File: src/rtl/cpot_pkg.sv
`timescale 1ns / 1ps
// ----------------------------------------------------------------------------
// Collider pair overlap test: shared package
// Widths, shape pair codes, pipeline stage map and the words passed between
// the pipeline modules.
// ----------------------------------------------------------------------------
package cpot_pkg;

  localparam int COORD_BITS = 24;
  localparam int SIZE_BITS  = 23;
  localparam int CMD_BITS   = 2;

  // box corners hold a position plus a size
  localparam int BOX_BITS   = COORD_BITS + 1;
  // clamped point minus centre
  localparam int DIFF_BITS  = BOX_BITS + 1;
  // radius or sum of two radii
  localparam int REACH_BITS = SIZE_BITS + 1;
  localparam int SQ_BITS    = 2 * REACH_BITS;
  localparam int SUM_BITS   = SQ_BITS + 1;

  localparam int NSTG      = 6;
  localparam int STG_SETUP = 0;
  localparam int STG_CLAMP = 1;
  localparam int STG_DIFF  = 2;
  localparam int STG_ABS   = 3;
  localparam int STG_SQ    = 4;
  localparam int STG_CMP   = 5;

  typedef enum logic [CMD_BITS-1:0] {
    CMD_RECT_RECT = 2'd0,
    CMD_CIRC_CIRC = 2'd1,
    CMD_CIRC_RECT = 2'd2,
    CMD_RECT_CIRC = 2'd3
  } cmd_e;

  typedef logic signed [COORD_BITS-1:0] coord_t;
  typedef logic        [SIZE_BITS-1:0]  size_t;
  typedef logic signed [BOX_BITS-1:0]   box_t;
  typedef logic signed [DIFF_BITS-1:0]  diff_t;
  typedef logic        [DIFF_BITS-1:0]  mag_t;
  typedef logic        [REACH_BITS-1:0] reach_t;
  typedef logic        [SQ_BITS-1:0]    sq_t;
  typedef logic        [SUM_BITS-1:0]   sum_t;

  typedef struct packed {
    logic [NSTG-1:0] en;
    logic [NSTG-1:0] vld;
  } cpot_ctl_t;

  typedef struct packed {
    logic [CMD_BITS-1:0] cmd;
    coord_t              a_x;
    coord_t              a_y;
    size_t               a_w;
    size_t               a_h;
    coord_t              b_x;
    coord_t              b_y;
    size_t               b_w;
    size_t               b_h;
    logic                both_active;
  } cpot_req_t;

  // p is the box, q the other box or the point to clamp
  typedef struct packed {
    logic   active;
    logic   is_rr;
    box_t   p_lo_x;
    box_t   p_hi_x;
    box_t   p_lo_y;
    box_t   p_hi_y;
    box_t   q_lo_x;
    box_t   q_hi_x;
    box_t   q_lo_y;
    box_t   q_hi_y;
    reach_t reach;
  } cpot_s1_t;

  typedef struct packed {
    logic   active;
    logic   is_rr;
    logic   rr_hit;
    logic   far;
    reach_t mx;
    reach_t my;
    reach_t reach;
  } cpot_s4_t;

endpackage

File: src/rtl/cpot_clamp.sv
`timescale 1ns / 1ps
// ----------------------------------------------------------------------------
// Collider pair overlap test: clamp stages
// Box overlap compare and clamp of the point into the box, then the offset
// to the clamped point, then its magnitude and the far-apart check.
// ----------------------------------------------------------------------------
module cpot_clamp import cpot_pkg::*; (
  input  logic      clk_i,
  input  logic      rst_ni,
  input  cpot_ctl_t ctl_i,
  input  cpot_s1_t  s1_i,
  output cpot_s4_t  s4_o
);

  // clamp stage
  logic   s2_active_q, s2_is_rr_q, s2_rr_hit_q;
  box_t   s2_px_q, s2_py_q, s2_cx_q, s2_cy_q;
  reach_t s2_reach_q;
  logic   rr_hit_d;
  box_t   px_d, py_d;

  // offset stage
  logic   s3_active_q, s3_is_rr_q, s3_rr_hit_q;
  diff_t  s3_dx_q, s3_dy_q;
  reach_t s3_reach_q;

  // magnitude stage
  cpot_s4_t s4_d, s4_q;
  mag_t     mag_x, mag_y;

  always_comb begin
    rr_hit_d = ($signed(s1_i.q_lo_x) <= $signed(s1_i.p_hi_x)) &&
               ($signed(s1_i.p_lo_x) <= $signed(s1_i.q_hi_x)) &&
               ($signed(s1_i.q_lo_y) <= $signed(s1_i.p_hi_y)) &&
               ($signed(s1_i.p_lo_y) <= $signed(s1_i.q_hi_y));
    if ($signed(s1_i.q_lo_x) < $signed(s1_i.p_lo_x)) begin
      px_d = s1_i.p_lo_x;
    end else if ($signed(s1_i.q_lo_x) > $signed(s1_i.p_hi_x)) begin
      px_d = s1_i.p_hi_x;
    end else begin
      px_d = s1_i.q_lo_x;
    end
    if ($signed(s1_i.q_lo_y) < $signed(s1_i.p_lo_y)) begin
      py_d = s1_i.p_lo_y;
    end else if ($signed(s1_i.q_lo_y) > $signed(s1_i.p_hi_y)) begin
      py_d = s1_i.p_hi_y;
    end else begin
      py_d = s1_i.q_lo_y;
    end
  end

  always_ff @(posedge clk_i) begin
    if (ctl_i.en[STG_CLAMP]) begin
      s2_active_q <= s1_i.active;
      s2_is_rr_q  <= s1_i.is_rr;
      s2_rr_hit_q <= rr_hit_d;
      s2_px_q     <= px_d;
      s2_py_q     <= py_d;
      s2_cx_q     <= s1_i.q_lo_x;
      s2_cy_q     <= s1_i.q_lo_y;
      s2_reach_q  <= s1_i.reach;
    end
  end

  always_ff @(posedge clk_i) begin
    if (ctl_i.en[STG_DIFF]) begin
      s3_active_q <= s2_active_q;
      s3_is_rr_q  <= s2_is_rr_q;
      s3_rr_hit_q <= s2_rr_hit_q;
      s3_dx_q     <= diff_t'(s2_px_q) - diff_t'(s2_cx_q);
      s3_dy_q     <= diff_t'(s2_py_q) - diff_t'(s2_cy_q);
      s3_reach_q  <= s2_reach_q;
    end
  end

  always_comb begin
    mag_x       = s3_dx_q[DIFF_BITS-1] ? mag_t'(-s3_dx_q) : mag_t'(s3_dx_q);
    mag_y       = s3_dy_q[DIFF_BITS-1] ? mag_t'(-s3_dy_q) : mag_t'(s3_dy_q);
    s4_d.active = s3_active_q;
    s4_d.is_rr  = s3_is_rr_q;
    s4_d.rr_hit = s3_rr_hit_q;
    s4_d.far    = (mag_x > mag_t'(s3_reach_q)) || (mag_y > mag_t'(s3_reach_q));
    s4_d.mx     = reach_t'(mag_x);
    s4_d.my     = reach_t'(mag_y);
    s4_d.reach  = s3_reach_q;
  end

  always_ff @(posedge clk_i) begin
    if (ctl_i.en[STG_ABS]) begin
      s4_q <= s4_d;
    end
  end

  assign s4_o = s4_q;

  a_near_fits: assert property (@(posedge clk_i) disable iff (!rst_ni)
    (ctl_i.en[STG_ABS] && !s4_d.far) |->
      (mag_x <= mag_t'(s3_reach_q) && mag_y <= mag_t'(s3_reach_q)))
    else $error("offset magnitude truncated while within reach");

endmodule

File: config.mk
export PLATFORM = sky130hd
export DESIGN_NAME = cpot_clamp
export DESIGN_NICKNAME = d
export VERILOG_FILES = /design/src/rtl/cpot_pkg.sv /design/src/rtl/cpot_clamp.sv
export SDC_FILE = /design/constraint.sdc
export NUM_CORES = 1
export LEC_CHECK = 0
export BUFFER_PORTS_ARGS = -buffer_cell sky130_fd_sc_hd__buf_2
export CORE_ASPECT_RATIO = 0.6
export CORE_MARGIN = 3
export CORE_UTILIZATION = 35
export CTS_CLUSTER_DIAMETER = 80
export DETAILED_ROUTE_END_ITERATION = 8
export GPL_TIMING_DRIVEN = 1
export PLACE_DENSITY = 0.6
export SLEW_MARGIN = 20
export SYNTH_ARGS = -nofsm -noshare
export SYNTH_HDL_FRONTEND = slang
export SYNTH_SLANG_ARGS = --single-unit
File: constraint.sdc
create_clock -name clk_i -period 5.4 [get_ports clk_i]
set_clock_uncertainty 0.2 [all_clocks]
set_input_delay 0.81 -clock clk_i [delete_from_list [all_inputs] [get_ports clk_i]]
set_output_delay 0.81 -clock clk_i [all_outputs]
set_load 0.02 [all_outputs]
==> results.toml, run 1 <==
[synth]
synth_xor_area_share_pct = 3.88
synthMuxAreaShare_pct = 5.60
synth_ff_type = "edfxtp_1"
synth_top_family_by_area = "adder cells"
syn-cell-area_um2 = 18100
synth_nets = 2094
synthArstFlopShare_pct = 0
synth-compound-area-share_pct = 11.8
synth_simple_gate_area_share_pct = 8.78
synth_edf_count = 282
synth_cell_types = 65
syn_area_per_cell_um2 = 11.3
ys_seq_area_share_pct = 46.9
ys_warn_count = 0
synth_cells = 1604
ys_seq_elements = 282
synthAdderAreaFrac_pct = 17.4

[detailed_routing]
wl_per_cell_um = 18.8
viasPerCell = 5.07
drt_iter0_markers = 867
dr_total_vias = 13400
drtAntennaViolNets = 0
wl_um = 49500
dr.pass1.iters = 4
route.detailed.drc = 0

[clock_network]
h-tree-depth = 1
clk-insertion-delay-late_ns = 0.57
cts_setup_buffers = 0
clkTransAtPathRegs_ns = 0.07
clock_tree.buffer_depth = 3
cts_tree = "yes"
root_buffer = "clkbuf_16"
ctsHoldBuffers = 0
ctsResizeCount = 0
cts.sinks = 282
cts_buffers = 28

[setup_path]
cp_top_family = "simple AND/OR/NAND/NOR gates"
reg2reg_from = "s3_dx_q[3]$_DFFE_PP_"
crit_path_end_kind = "flop"
crit_chain = "or4_4, nor4_4, nand4_1, o21ai_0, xnor2_1, ha_1, a21o_1, a21oi_1, nor2b_1, o21ai_0, nand2b_1, a21oi_1, o2111a_1, o211ai_1"
path_buf_inv = 0
worstSetupPathDepth = 14
slowest_delay_ns = 0.60
cp-startpoint = "s3_dx_q[3]$_DFFE_PP_"
critPathKind = "flop to flop"
cp_data_required_time_ns = 5.50
cp_slowest_cell = "or4_4"
cp_max_fo = 6
cp.arrival_ns = 4.34
r2r_cells = 14
start_kind = "flop"

[sta]
fin_crit_sh_pct = 78.5
finalSetupViolations = 0
hold_violations = 0
max_freq_mhz = 236
maxSlewViolCount = 0
finalSetupTns_ns = 0
worstMarginPinSlew_ns = 0.955
rsz0062_at_grt = "no"
max_slew_margin_pct = 35.9
fin_crit_ns = 4.24

[pwr]
ir_drop_mv = 0.255
power_density_nw_per_um2 = 343
leakagePower_nw = 10.0

[global_routing]
grt_max_degree = 80
grt-ovfl-total = 0
grt_pass1_vias = 13000
grt_usage_pct = 17.7
grt_pass1_wl_um = 74900
antenna_found_initial = 3

[status]
status = "complete, no violations"

[die]
die_y_um = 182
initial_core_util_pct = 36.0
coreArea_um2 = 50200
die_area_um2 = 54500
rows = 63
ioPinCount = 316
die_w_um = 299

[cells_and_area]
num-fill-cells = 4806
final_cells = 2633
drive_gt1_share_pct = 19.1
num-nets-final = 2419
final_cell_mix = "buf_2 (302), edfxtp_1 (282), inv_1 (252), ha_1 (248), mux2i_1 (100)"
area_growth_pct = 18.6
n_antenna_cell = 0
layout_commonest_cell = "buf_2"

[min_path]
hold_class = "flop to flop"
worstHoldStart = "s2_reach_q[0]$_DFFE_PP_"
hold_depth = 0

[placed_design]
dp.cells = 2581
port_buffers = 305
hpwl_um = 40900
routabilityCongestion = 0.931

[job]
drv_cap = 0
where the power goes:
group          total, mW  switching, mW  internal, mW
Clock               1.98          0.872          1.11
Combinational       2.30           1.36         0.936
Sequential          3.07          0.202          2.87
Total               7.35           2.44          4.91
path summary, 6_finish.rpt:
path	endpoint	slack, ns
max	s4_o[72]$_DFFE_PP_	1.16
min	s3_reach_q[0]$_DFFE_PP_	0.21
max reg2reg	s4_o[72]$_DFFE_PP_	1.16
min reg2reg	s3_reach_q[0]$_DFFE_PP_	0.21
final cells by class:
| type | instances | area, um2 | share of cell area, % |
|---|---|---|---|
| clock inverter | 20 | 219 | 1.02 |
| tap | 682 | 853 | 3.98 |
| multi-input combinational | 1053 | 8620 | 40.2 |
| clock buffer | 32 | 716 | 3.34 |
| inverter | 252 | 946 | 4.42 |
| sequential | 282 | 8470 | 39.5 |
| timing repair buffer | 312 | 1600 | 7.48 |
cells by family after synthesis:
| family | count (synthesis) |
|---|---|
| DFF | 282 |
| AOI/OAI and AO/OA | 318 |
| buffers and inverters | 269 |
| xor gates and xnor gates | 80 |
| adders and majority gates | 250 |
| and+or+nand+nor | 304 |
| muxes | 101 |
metrics by stage:
step / hold WS [ns] / utilization [%] / setup slack [ns] / power [mW] / area [um2]
3_3_place_gp: 0.203 / 40.8 / 1.33 / 5.33 / 20500
2_1_floorplan: 0.200 / - / 1.72 / 4.57 / 18100
5_1_grt: 0.191 / 42.7 / 0.856 / 7.80 / 21400
6_report: 0.206 / 42.7 / 1.16 / 7.35 / 21400
3_5_place_dp: 0.205 / 40.8 / 1.18 / 5.40 / 20500
4_1_cts: 0.177 / 42.7 / 1.19 / 7.42 / 21400
state kept, by name (all words and copies together), names as in the netlist, 24 cells and up:
name / cells
s2_cx_q: 25
s2_cy_q: 25
s2_px_q: 25
s2_py_q: 25
s2_reach_q: 24
s3_dx_q: 26
s3_dy_q: 26
s3_reach_q: 24
s4_o: 76
cell usage after synthesis (all sizes together), types with 8 or more instances:
| library cell | number | area, um2 |
|---|---|---|
| o41ai | 8 | 70.1 |
| xnor2 | 65 | 569 |
| edfxtp | 282 | 8470 |
| nand4 | 40 | 256 |
| a21o | 66 | 495 |
| nand2b | 20 | 125 |
| ha | 248 | 3100 |
| mux2i | 100 | 1000 |
| nand2 | 65 | 244 |
| nor3 | 17 | 85.1 |
| buf | 9 | 45.0 |
| inv | 252 | 946 |
| or4 | 9 | 71.3 |
| nor2b | 17 | 106 |
| o21ai | 56 | 280 |
| a2111oi | 11 | 96.3 |
| a211oi | 11 | 82.6 |
| xor2 | 15 | 131 |
| clkbuf | 8 | 30.0 |
| nand3 | 25 | 125 |
| o31ai | 14 | 105 |
| o21a | 15 | 113 |
| nor2 | 69 | 259 |
| and3 | 9 | 56.3 |
| a21oi | 78 | 390 |
metal layers:
| metal | GRT usage (%) | wire (um) |
|---|---|---|
| met5 | 0 | 0 |
| met3 | 2.98 | 2920 |
| met1 | 28.4 | 26000 |
| met4 | 4.36 | 1200 |
| met2 | 24.0 | 19300 |
Power figures use the tool's default switching activity.
==> run 2: changes to the inputs <==
==> constraint.sdc (replaced) <==
create_clock -name clk_i -period 4.45 [get_ports clk_i]
set_clock_uncertainty 0.2 [all_clocks]
set_input_delay 0.6675 -clock clk_i [delete_from_list [all_inputs] [get_ports clk_i]]
set_output_delay 0.6675 -clock clk_i [all_outputs]
set_load 0.02 [all_outputs]
==> results.toml, run 2 (same netlist as run 1, synthesis figures left out) <==
[pwr]
leakagePower_nw = 10.0
power_density_nw_per_um2 = 410
ir_drop_mv = 0.278

[clock_network]
root_buffer = "clkbuf_16"
cts_setup_buffers = 0
clkTransAtPathRegs_ns = 0.07
clock_tree.buffer_depth = 3
cts_buffers = 27
clk-insertion-delay-late_ns = 0.56
cts.sinks = 282
h-tree-depth = 1
cts_tree = "yes"
ctsResizeCount = 0
ctsHoldBuffers = 0

[die]
coreArea_um2 = 50200
die_area_um2 = 54500
die_y_um = 182
ioPinCount = 316
initial_core_util_pct = 36.0
rows = 63
die_w_um = 299

[global_routing]
grt_usage_pct = 17.7
grt_pass1_wl_um = 74700
grt-ovfl-total = 0
grt_max_degree = 80
grt_pass1_vias = 13000
antenna_found_initial = 3

[sta]
fin_crit_ns = 4.05
fin_crit_sh_pct = 91.0
hold_violations = 0
finalSetupTns_ns = 0
max_slew_margin_pct = 43.1
max_freq_mhz = 247
rsz0062_at_grt = "no"
maxSlewViolCount = 0
finalSetupViolations = 0
worstMarginPinSlew_ns = 0.853

[cells_and_area]
num-fill-cells = 4772
final_cells = 2637
area_growth_pct = 18.5
final_cell_mix = "buf_2 (302), edfxtp_1 (282), inv_1 (252), ha_1 (248), mux2i_1 (100)"
largest_reg_flops = 76
layout_commonest_cell = "buf_2"
num-nets-final = 2423
drive_gt1_share_pct = 19.3

[setup_path]
cp_top_family = "simple AND/OR/NAND/NOR gates"
critPathKind = "flop to flop"
worstSetupPathDepth = 13
cp-startpoint = "s3_dy_q[10]$_DFFE_PP_"
crit_chain = "or4_1, nor3_1, nand3b_1, or3_1, o41ai_1, xnor2_1, ha_1, a21oi_1, nor2b_1, a2111oi_0, nand3_1, a22oi_1, o211ai_1"
start_kind = "flop"
crit_end = "s4_o[72]$_DFFE_PP_"
reg2reg_from = "s3_dy_q[10]$_DFFE_PP_"
cp_slowest_cell = "or4_1"
r2r_cells = 13
cp_data_required_time_ns = 4.54
slowest_delay_ns = 0.61
crit_path_end_kind = "flop"
cp_max_fo = 4
path_buf_inv = 0
cp.arrival_ns = 4.15
timing.rr.end = "s4_o[72]$_DFFE_PP_"
r2r_setup_slack_ns = 0.40

[detailed_routing]
route.detailed.drc = 0
drt_iter0_markers = 836
drtAntennaViolNets = 0
dr_total_vias = 13300
wl_um = 49800
wl_met2_um = 19900
met3_length_um = 3150
dr.max_layer_used = "met5"
wl_met1_um = 25800
wl_per_cell_um = 18.9
dr.pass1.iters = 5
viasPerCell = 5.06

[placed_design]
port_buffers = 305
routabilityCongestion = 0.948
hpwl_um = 41000
dp.cells = 2586

[status]
status = "complete, no violations"

[job]
drv_cap = 0

[min_path]
hold_class = "primary input to flop"
==> run 2: cell types whose count changed in the layout (fill, tap and decap cells not counted) <==
cell       previous run  this run
buf_4                 8        11
clkinv_2              1         7
bufinv_16             3         2
clkinv_4              6         3
buf_12                1         3
clkinv_8              1         0
clkbuf_1              4         3
clkinv_1              4         3
diode_2               0         1
clkbuf_16            28        27
==> run 2: worst reg2reg max path, delay by kind of cell, from the launching register on <==
kind | cells | cell delay [ns]
and+or+nand+nor | 6 | 1.52
AOI/OAI and AO/OA | 5 | 1.17
DFF | 1 | 0.44
adders and majority gates | 1 | 0.28
xor gates and xnor gates | 1 | 0.20
==> run 2: final cells by class <==
class	count	area, um2	area share [%]
clock inverters	20	173	0.806
repair buffers	317	1670	7.78
inverters	252	946	4.42
multi-input cells	1053	8620	40.3
flip-flops and latches	282	8470	39.5
well taps	682	853	3.98
diodes	1	2.50	0.0117
clock buffers	30	687	3.21
==> run 2: worst min-delay path by stage <==
stage / slack, ns / to / cells past startpoint / startpoint
5_1_grt: 0.05 / s2_reach_q[5]$_DFFE_PP_ / 1 / s1_i[5]
4_1_cts: 0.05 / s2_reach_q[5]$_DFFE_PP_ / 1 / s1_i[5]
2_1_floorplan: 0.20 / s3_active_q$_DFFE_PP_ / 0 / s2_active_q$_DFFE_PP_
3_3_place_gp: 0.20 / s3_reach_q[11]$_DFFE_PP_ / 0 / s2_reach_q[11]$_DFFE_PP_
6_report: 0.09 / s2_reach_q[5]$_DFFE_PP_ / 1 / s1_i[5]
3_5_place_dp: 0.20 / s3_active_q$_DFFE_PP_ / 0 / s2_active_q$_DFFE_PP_
==> run 2: where the power goes <==
part / switching [mW] / internal (mW) / total [mW]
logic: 1.65 / 1.15 / 2.79
registers: 0.243 / 3.48 / 3.72
clock network: 1.02 / 1.24 / 2.26
total: 2.91 / 5.87 / 8.78
==> run 2: metrics by stage <==
| step | setup slack [ns] | area, um2 | hold slack (ns) | utilization (%) | power [mW] |
|---|---|---|---|---|---|
| after global placement | 0.492 | 20500 | 0.202 | 40.9 | 6.48 |
| after global routing | 0.0579 | 21400 | 0.0547 | 42.6 | 9.34 |
| after floorplan | 0.769 | 18100 | 0.200 | - | 5.54 |
| final | 0.399 | 21400 | 0.0909 | 42.6 | 8.78 |
| after detailed placement | 0.434 | 20500 | 0.205 | 40.9 | 6.56 |
| after CTS | 0.396 | 21400 | 0.0528 | 42.6 | 8.87 |
==> run 2: layer usage <==
metal / GRT usage [%] / vias to the layer above
met4: 3.13 / 2
li1: - / 6558
met2: 24.6 / 365
met1: 28.1 / 6354
met3: 3.48 / 58
met5: 0 / -
==> run 3: changes to the inputs <==
--- a/config.mk
+++ b/config.mk
@@ -11,8 +11,8 @@
 export CORE_UTILIZATION = 35
 export CTS_CLUSTER_DIAMETER = 80
 export DETAILED_ROUTE_END_ITERATION = 8
-export GPL_TIMING_DRIVEN = 1
-export PLACE_DENSITY = 0.6
+export GPL_TIMING_DRIVEN = 0
+export PLACE_DENSITY_LB_ADDON = 0.12
 export SLEW_MARGIN = 20
 export SYNTH_ARGS = -nofsm -noshare
 export SYNTH_HDL_FRONTEND = slang
==> results.toml, run 3 (same netlist as run 1, synthesis figures left out) <==
[detailed_routing]
drt_iter0_markers = 899
dr_total_vias = 13500
route.detailed.drc = 0
drtAntennaViolNets = 0
wl_um = 53000
dr.pass1.iters = 5
viasPerCell = 5.07
wl_per_cell_um = 20.0

[global_routing]
grt_pass1_wl_um = 79000
grt_max_degree = 82
grt_usage_pct = 18.9
grt_pass1_vias = 13000
grt-ovfl-total = 0
antenna_found_initial = 4

[sta]
rsz0062_at_grt = "no"
fin_crit_ns = 4.15
maxSlewViolCount = 0
hold_violations = 0
max_slew_margin_pct = 13.6
worstMarginPinSlew_ns = 1.29
fin_crit_sh_pct = 93.3
finalSetupViolations = 0
max_freq_mhz = 241
hold_ws_ns = 0.0485

[cells_and_area]
final_cells = 2657
num-nets-final = 2440
design_area_um2 = 21600
n_antenna_cell = 0
area_growth_pct = 19.7
final_cell_mix = "buf_2 (311), edfxtp_1 (282), inv_1 (252), ha_1 (248), mux2i_1 (100)"
drive_gt1_share_pct = 19.7
layout_commonest_cell = "buf_2"
fin_util_pct = 43.1
largest_reg_flops = 76

[clock_network]
cts.sinks = 282
root_buffer = "clkbuf_16"
clk-insertion-delay-late_ns = 0.59
clkTransAtPathRegs_ns = 0.06
clock_tree.buffer_depth = 3
cts_tree = "yes"
cts_buffers = 31
h-tree-depth = 1
ctsHoldBuffers = 0

[setup_path]
crit_chain = "or4_1, nor3_1, nand3b_1, or3_1, o41ai_2, xnor2_1, ha_1, a21oi_1, nor2b_1, a2111oi_0, nand3_1, a22oi_1, o211ai_1"
cp_slowest_cell = "or4_1"
cp-startpoint = "s3_dy_q[10]$_DFFE_PP_"
path_buf_inv = 0
worstSetupPathDepth = 13
cp_max_fo = 4
start_kind = "flop"
r2r_cells = 13
cp_top_family = "simple AND/OR/NAND/NOR gates"
crit_path_end_kind = "flop"
critPathKind = "flop to flop"
r2r_setup_slack_ns = 0.30
crit_end = "s4_o[72]$_DFFE_PP_"
cp_data_required_time_ns = 4.57
timing.rr.end = "s4_o[72]$_DFFE_PP_"
cp.arrival_ns = 4.27
slowest_delay_ns = 0.64
reg2reg_from = "s3_dy_q[10]$_DFFE_PP_"

[min_path]
worstHoldStart = "s1_i[7]"
hold_class = "primary input to flop"

[pwr]
power_density_nw_per_um2 = 426
leakagePower_nw = 10.1
ir_drop_mv = 0.326

[job]
drv_cap = 0

[placed_design]
dp.cells = 2594
port_buffers = 305
post_dp_cell_area_um2 = 20500
routabilityCongestion = 0.910
hpwl_um = 44100

[status]
status = "complete, no violations"

[die]
rows = 63
die_area_um2 = 54500
die_y_um = 182
initial_core_util_pct = 36.0
coreArea_um2 = 50200
die_w_um = 299
ioPinCount = 316
[run 3: where the power goes]
part           switching (mW)  internal, mW
registers               0.274          3.48
clock network            1.15          1.48
logic                    1.68          1.15
[run 3: routing by layer]
metal	track usage, %	wire length (um)	up-vias
li1	-	-	6594
met1	31.8	29400	6470
met5	0	13	-
met3	2.89	2950	36
met2	25.1	20100	364
met4	2.54	549	2
[run 3: final cells by class]
type | instances | area [um2]
Timing Repair Buffer | 313 | 1650
Clock inverter | 23 | 245
Multi-Input combinational cell | 1053 | 8590
Clock buffer | 35 | 791
Fill cell | 4888 | 28600
Inverter | 252 | 946
Buffer | 17 | 75.1
Tap cell | 682 | 853
Sequential cell | 282 | 8470
[run 3: metrics by stage]
| stage | power, mW | setup TNS [ns] | setup WS [ns] |
|---|---|---|---|
| floorplan | 5.54 | 0 | 0.769 |
| global placement | 6.55 | -3.68 | -0.229 |
| detailed placement | 6.61 | 0 | 0.0171 |
| CTS | 9.28 | 0 | 0.119 |
| global route | 9.79 | 0 | 0.0524 |
| finish | 9.22 | 0 | 0.298 |
[run 3: worst min-delay path by stage]
stage | end | slack (ns) | depth (start not counted)
finish | s2_reach_q[7]$_DFFE_PP_ | 0.05 | 1
global route | s2_reach_q[7]$_DFFE_PP_ | 0.02 | 1
CTS | s2_reach_q[7]$_DFFE_PP_ | 0.01 | 1
detailed placement | s3_reach_q[2]$_DFFE_PP_ | 0.20 | 0
global placement | s4_o[73]$_DFFE_PP_ | 0.20 | 0
floorplan | s3_active_q$_DFFE_PP_ | 0.20 | 0
[run 3: timing repair]
| item | in CTS | in global routing |
|---|---|---|
| setup endpoints to repair | 0 | 1 |
| gates resized for setup | 0 | 3 |
| setup buffers | 0 | 5 |
